[config.mk]
export PLATFORM = sky130hd
export DESIGN_NAME = ptex_hash
export DESIGN_NICKNAME = d
export VERILOG_FILES = /design/src/design/ptex_pkg.sv /design/src/design/ptex_hash.sv
export SDC_FILE = /design/constraint.sdc
export NUM_CORES = 2
export LEC_CHECK = 0
export ABC_AREA = 0
export ABC_CLOCK_PERIOD_IN_PS = 16000
export BUFFER_PORTS_ARGS = -buffer_cell sky130_fd_sc_hd__buf_2
export CORE_AREA = 5 5 321 323
export CTS_CLUSTER_SIZE = 30
export DETAILED_ROUTE_END_ITERATION = 16
export DIE_AREA = 0 0 326 328
export PLACE_DENSITY = 0.65
export SETUP_SLACK_MARGIN = 0.15
export SLEW_MARGIN = 20
export SYNTH_ARGS = -nofsm -noshare
export SYNTH_HDL_FRONTEND = slang
export SYNTH_SLANG_ARGS = --single-unit
[constraint.sdc]
create_clock -name clk -period 16 [get_ports clk]
set_input_delay 4 -clock clk [delete_from_list [all_inputs] [get_ports clk]]
set_output_delay 4 -clock clk [all_outputs]
set_load 0.1 [all_outputs]
[src/design/ptex_pkg.sv]
package ptex_pkg;

    localparam int TEX_BITS = 7;

    // register stages from input item to result
    localparam int NS = 8;

    typedef enum logic [1:0] {
        KIND_GRASS = 2'd0,
        KIND_DIRT  = 2'd1,
        KIND_ROAD  = 2'd2,
        KIND_WOOD  = 2'd3
    } kind_t;

    // per-octave hash input
    typedef struct packed {
        logic [TEX_BITS-1:0] hx;
        logic [TEX_BITS-1:0] hy;
        logic [4:0]          seed;
    } hash_in_t;

    localparam logic [31:0] H_MX   = 32'd1619;
    localparam logic [31:0] H_MY   = 32'd31337;
    localparam logic [31:0] H_MS   = 32'd3791;
    localparam logic [31:0] H_C1   = 32'd15731;
    localparam logic [31:0] H_C2   = 32'd789221;
    localparam logic [31:0] H_C3   = 32'd1376312589;

    localparam logic [16:0] W_HALF = 17'd32768;
    localparam logic [16:0] W_0P3  = 17'd19661;
    localparam logic [16:0] W_0P2  = 17'd13107;
    localparam logic [16:0] W_0P4  = 17'd26214;
    localparam logic [16:0] W_0P85 = 17'd55706;
    localparam logic [16:0] W_0P78 = 17'd51118;

endpackage

[src/design/ptex_hash.sv]
// pipelined integer hash noise, four register stages, result as q2.30
module ptex_hash (
    input  logic                clk,
    input  logic                en,
    input  ptex_pkg::hash_in_t  hin,
    output logic signed [31:0]  noise
);
    logic [31:0] h0_reg, h0_next;
    logic [31:0] h1_reg, hsq_reg;
    logic [31:0] h2_reg, t_reg;
    logic [31:0] m_reg;

    // seed mix and shift-xor
    always_comb
    begin
        logic [31:0] a;
        a = {25'd0, hin.hx} * ptex_pkg::H_MX + {25'd0, hin.hy} * ptex_pkg::H_MY
          + {27'd0, hin.seed} * ptex_pkg::H_MS;
        h0_next = (a << 13) ^ a;
    end

    always_ff @(posedge clk)
    begin
        if (en)
        begin
            h0_reg  <= h0_next;
            h1_reg  <= h0_reg;
            hsq_reg <= h0_reg * h0_reg;
            h2_reg  <= h1_reg;
            t_reg   <= hsq_reg * ptex_pkg::H_C1 + ptex_pkg::H_C2;
            m_reg   <= (h2_reg * t_reg + ptex_pkg::H_C3) & 32'h7fffffff;
        end
    end

    assign noise = $signed(32'h4000_0000 - m_reg);
endmodule

# [Yosys cells after proc, flatten, opt, wreduce, memory -nomap -nowiden]
# Cells that the tools add are included.
[word_totals] mem_bits_ro=0 input_bits=21 reg_bits=191 latchBits=0 n_memories=0 ramBits=0 out_inout_bits=32
[op_classes] n_reduce_logical=0 n_eq_ne=0 add_sub_neg=5 n_lt_le_gt_ge=0 mul=6 mux=0 shift=0 bitwise_logic=1 n_div=0
[ops] operator="adder 32 x 20 -> 32 bit (second input constant)" n=1
[ops] operator="multiplier 32 x 14 -> 32 bit (second input constant)" n=1
[ops] operator="multiplier 32 x 32 -> 31 bit" n=1
[ops] operator="multiplier 32 x 32 -> 32 bit" n=1
[ops] operator="subtractor 31 x 31 -> 32 bit (first input constant)" n=1
[ops] operator="bitwise XOR 32 x 24 -> 32 bit" n=1
[ops] operator="adder 31 bit (second input constant)" n=1
[ops] operator="adder 23 x 17 -> 24 bit" n=1
[ops] operator="adder 18 x 22 -> 23 bit" n=1
[ops] operator="multiplier 7 x 15 -> 22 bit (second input constant)" n=1
[ops] operator="multiplier 7 x 11 -> 18 bit (second input constant)" n=1
[ops] operator="multiplier 5 x 12 -> 17 bit (second input constant)" n=1

# [Depth between registers and ports, before layout]
[depth] word_depth=4 mapped_depth=28

# [Worst setup path before layout]
# OpenSTA, ideal clock, no wires.
[synth_timing] kind="input port to flip-flop" startpoint="in hin[1] in the netlist's numbering" endpoint="reg h0_reg[20], data pin" arrival_time_ns=8.745 cell_stages=20 slack_ns=6.996 setup_time_ns=0.260 cell_sequence="inv_1 > ha_1 > fa_1 > inv_1 > fa_1 > inv_1 > fa_1 > fa_1 > inv_1 > fa_1 > ha_1 > a21o_1 > a21o_1 > a21oi_1 > nor3b_1 > a21oi_1 > a41oi_1 > a21oi_1 > a21oi_1 > xnor2_1"
[synth_between] elab_chain_len=3
[synth_rtl] element="from (decl)" line="ptex_hash.sv:5" text="input ptex_pkg::hash_in_t hin,"
[synth_rtl] element="multiplier 5 x 12 -> 17 bit" line="ptex_hash.sv:18" text="+ {27'd0, hin.seed} * ptex_pkg::H_MS;"
[synth_rtl] element="adder 23 x 17 -> 24 bit" line="ptex_hash.sv:18"
[synth_rtl] element="bitwise XOR 32 x 24 -> 32 bit" line="ptex_hash.sv:19" text="h0_next = (a << 13) ^ a;"
[synth_rtl] element="net h0_next[20]" line="ptex_hash.sv:8" text="logic [31:0] h0_reg, h0_next;"
[synth_rtl] element="to (signal assigned)" line="ptex_hash.sv:26" text="h0_reg <= h0_next;"
[synth_rtl] element="to (decl)" line="ptex_hash.sv:8"
# The timed path passes the listed nets, and every way through them passes these cells.
# A chain may end at the register's enable or synchronous reset.

# [Worst setup path after layout]
[layout_timing] startpoint="in hin[1] in the netlist's numbering" endpoint="reg h0_reg[23], data pin"
# The elaborated chain is that of the path after synthesis.

==> flow_summary.toml <==
[clock_tree]
clock-sinks = 177
ctsResizeCount = 0
cts_root_buf = "clkbuf_16"
clkTransAtPathRegs_ns = 0.08
ctsHoldBuffers = 0
cts_setup_buffers = 0
htreeDepth = 4
clock_latency_ns = 0.49
cts_buffers = 17
cts_tree = "built"
cts_buffer_depth = 2

[sta]
whs_ns = 0.415
hold_viol = 0
min_period_over_period = 0.571
final_max_slew_viol_count = 0
relSlewSlack = 0.261
tightestPinTransition_ns = 1.11
rsz0062_at_grt = "false"
finClkSkew_ns = 0.0176
fin_setup_tns_ns = 0
period_needed_ns = 9.13
max_freq_mhz = 109
finalSetupViolations = 0

[detailed_routing]
routed_wl_mm = 101
first_iter_violations = 1408
drcViolationCount = 0
wl_met2_mm = 52.0
wl_met1_mm = 42.2
via_per_inst = 4.99
ant_nets = 0
vias = 28400
first_pass_iters = 5
met3WireLength_mm = 4.32
top_layer_used = "met5"
wl_per_cell_um = 17.8

[logic_synthesis]
syn-cell-area_um2 = 44400
synth_ff_type = "edfxtp_1"
ys_seq_area_frac = 0.120
syn_inst = 4378
ys_async_sr_fraction = 0
syn_area_per_cell_um2 = 10.1
yosysWarningCount = 0
netlist-cell-type-count = 67
synth_edf_count = 177
synth_seq_cells = 177

[global_routing]
grt_util_all_layers = 0.200
grt_pass1_vias = 32200
grt_max_degree = 99
grt_first_pass_wirelength_mm = 169
overflow = 0
grt_antenna_before_repair = 2

[setup_path]
required_ns = 16.24
start_kind = "input pin"
critPathKind = "input pin to register"
cp_max_fo = 5
cp.arrival_ns = 9.38
cp-end-kind = "register"

[floorplanning]
top_level_ports = 53
die_h_um = 328
core_area_um2 = 99600
design.die.area_um2 = 107000
rows = 116
die_w_um = 326
initial_core_util = 0.446

[hold_path]
hp-class = "register to register"

[layout]
syn_to_final_growth_pct = 5.40
stdcell_count = 5692
num-fill-cells = 9363
nets = 5879
largest_reg_flops = 31
insertedDiodeCount = 0
drive_gt1_frac = 0.0323

[run]
drv_cap = 0

[place]
dp_hpwl_mm = 83.6
port_buffers = 52
placed_cells = 5659
gp_congestion = 0.895

[outcome]
outcome = "finished clean"
## layer usage
metal,up-vias,track usage
met4,2,0.0526
met3,165,0.0249
met5,-,0
li1,13000,-
met2,622,0.362
met1,14600,0.254
## placed cells by master, fill, tap and decap left out, types with 17 or more instances in the layout
cell type  instances
inv_1           1214
fa_1             959
ha_1             518
and2_1           374
nand2_1          337
xnor2_1          178
edfxtp_1         177
a21oi_1           82
nor2_1            75
xor2_1            67
buf_2             51
buf_4             43
a21o_1            39
o21ai_0           27
nor3_1            18
clkbuf_16         17
## logic make-up (layout without fill, tap and decap cells)
logic type | after synthesis | count (layout) | synth area share
flip-flops | 177 | 177 | 0.120
multiplexers | 6 | 6 | 0.00135
AO/OA/AOI/OAI | 246 | 246 | 0.0356
XOR/XNOR | 245 | 245 | 0.0484
AND/OR/NAND/NOR | 897 | 897 | 0.104
adder cells (fa/ha/maj) | 1477 | 1477 | 0.579
buffers and inverters | 1328 | 1342 | 0.112
other | 2 | 4 | 0.000169
## final timing paths
| kind | start | endpoint | slack, ns | depth (start not counted) |
|---|---|---|---|---|
| min | h1_reg[6]$_DFFE_PP_ | h2_reg[6]$_DFFE_PP_ | 0.41 | 0 |
| max | hin[1] | h0_reg[23]$_DFFE_PP_ | 6.87 | 21 |
| max reg2reg | h0_reg[13]$_DFFE_PP_ | hsq_reg[27]$_DFFE_PP_ | 7.66 | 22 |
| min reg2reg | h1_reg[6]$_DFFE_PP_ | h2_reg[6]$_DFFE_PP_ | 0.41 | 0 |
## per-stage QoR
stage	setup WS [ns]	util	area [um2]
after floorplan	7.00	-	44400
after global placement	6.44	0.464	46200
after detailed placement	6.36	0.464	46200
after CTS	6.90	0.470	46800
after global routing	6.51	0.470	46800
final	6.87	0.470	46800
## area by class of cell
| type | count | area (um2) | area share |
|---|---|---|---|
| flip-flops and latches | 177 | 5320 | 0.114 |
| clock buffers | 17 | 425 | 0.00910 |
| multi-input cells | 2875 | 34100 | 0.729 |
| clock inverters | 15 | 166 | 0.00356 |
| inverters | 1214 | 4560 | 0.0974 |
| repair buffers | 96 | 607 | 0.0130 |
| well taps | 1298 | 1620 | 0.0347 |
## worst max-delay path, stage by stage
cell and delay, ns:
buf_2 0.14, inv_1 0.06, ha_1 0.32, fa_1 0.49, inv_1 0.05, fa_1 0.50
inv_1 0.07, fa_1 0.44, fa_1 0.51, inv_1 0.05, fa_1 0.43, ha_1 0.36
a21o_1 0.18, a21o_1 0.18, a21oi_1 0.22, nor3b_1 0.38, a211oi_1 0.17, nor3b_1 0.42
o31ai_1 0.11, a21oi_1 0.21, xnor2_1 0.10
## Yosys cell counts, drive strengths merged (3+ instances only)
master	instances	area, um2
edfxtp	177	5320
ha	518	6480
a211o	3	26.3
a21oi	82	410
nor2	75	282
nand2	338	1270
a21boi	4	30.0
nand2b	13	81.3
o2111ai	4	35.0
o21a	12	90.1
nor3	20	110
inv	1214	4560
and3	4	25.0
a211oi	8	60.1
o31ai	5	37.5
a21o	39	293
and2	374	2340
a2111oi	3	27.5
o311ai	3	26.3
a31oi	7	43.8
nand4	6	37.5
a31o	4	35.0
or4	4	30.0
mux2i	6	60.1
a41oi	3	26.3
clkbuf	112	420
o21bai	3	22.5
nand3b	3	22.5
fa	959	19200
or2	5	31.3
or3	12	80.1
nor2b	14	87.6
nor4	7	65.1
xor2	67	587
xnor2	178	1560
o221ai	3	26.3
o21ai	43	215
o211ai	8	60.1
nand3	16	80.1
Power is not shown: default switching activity piles up to over one toggle a cycle in this logic, so the estimate is an artifact.
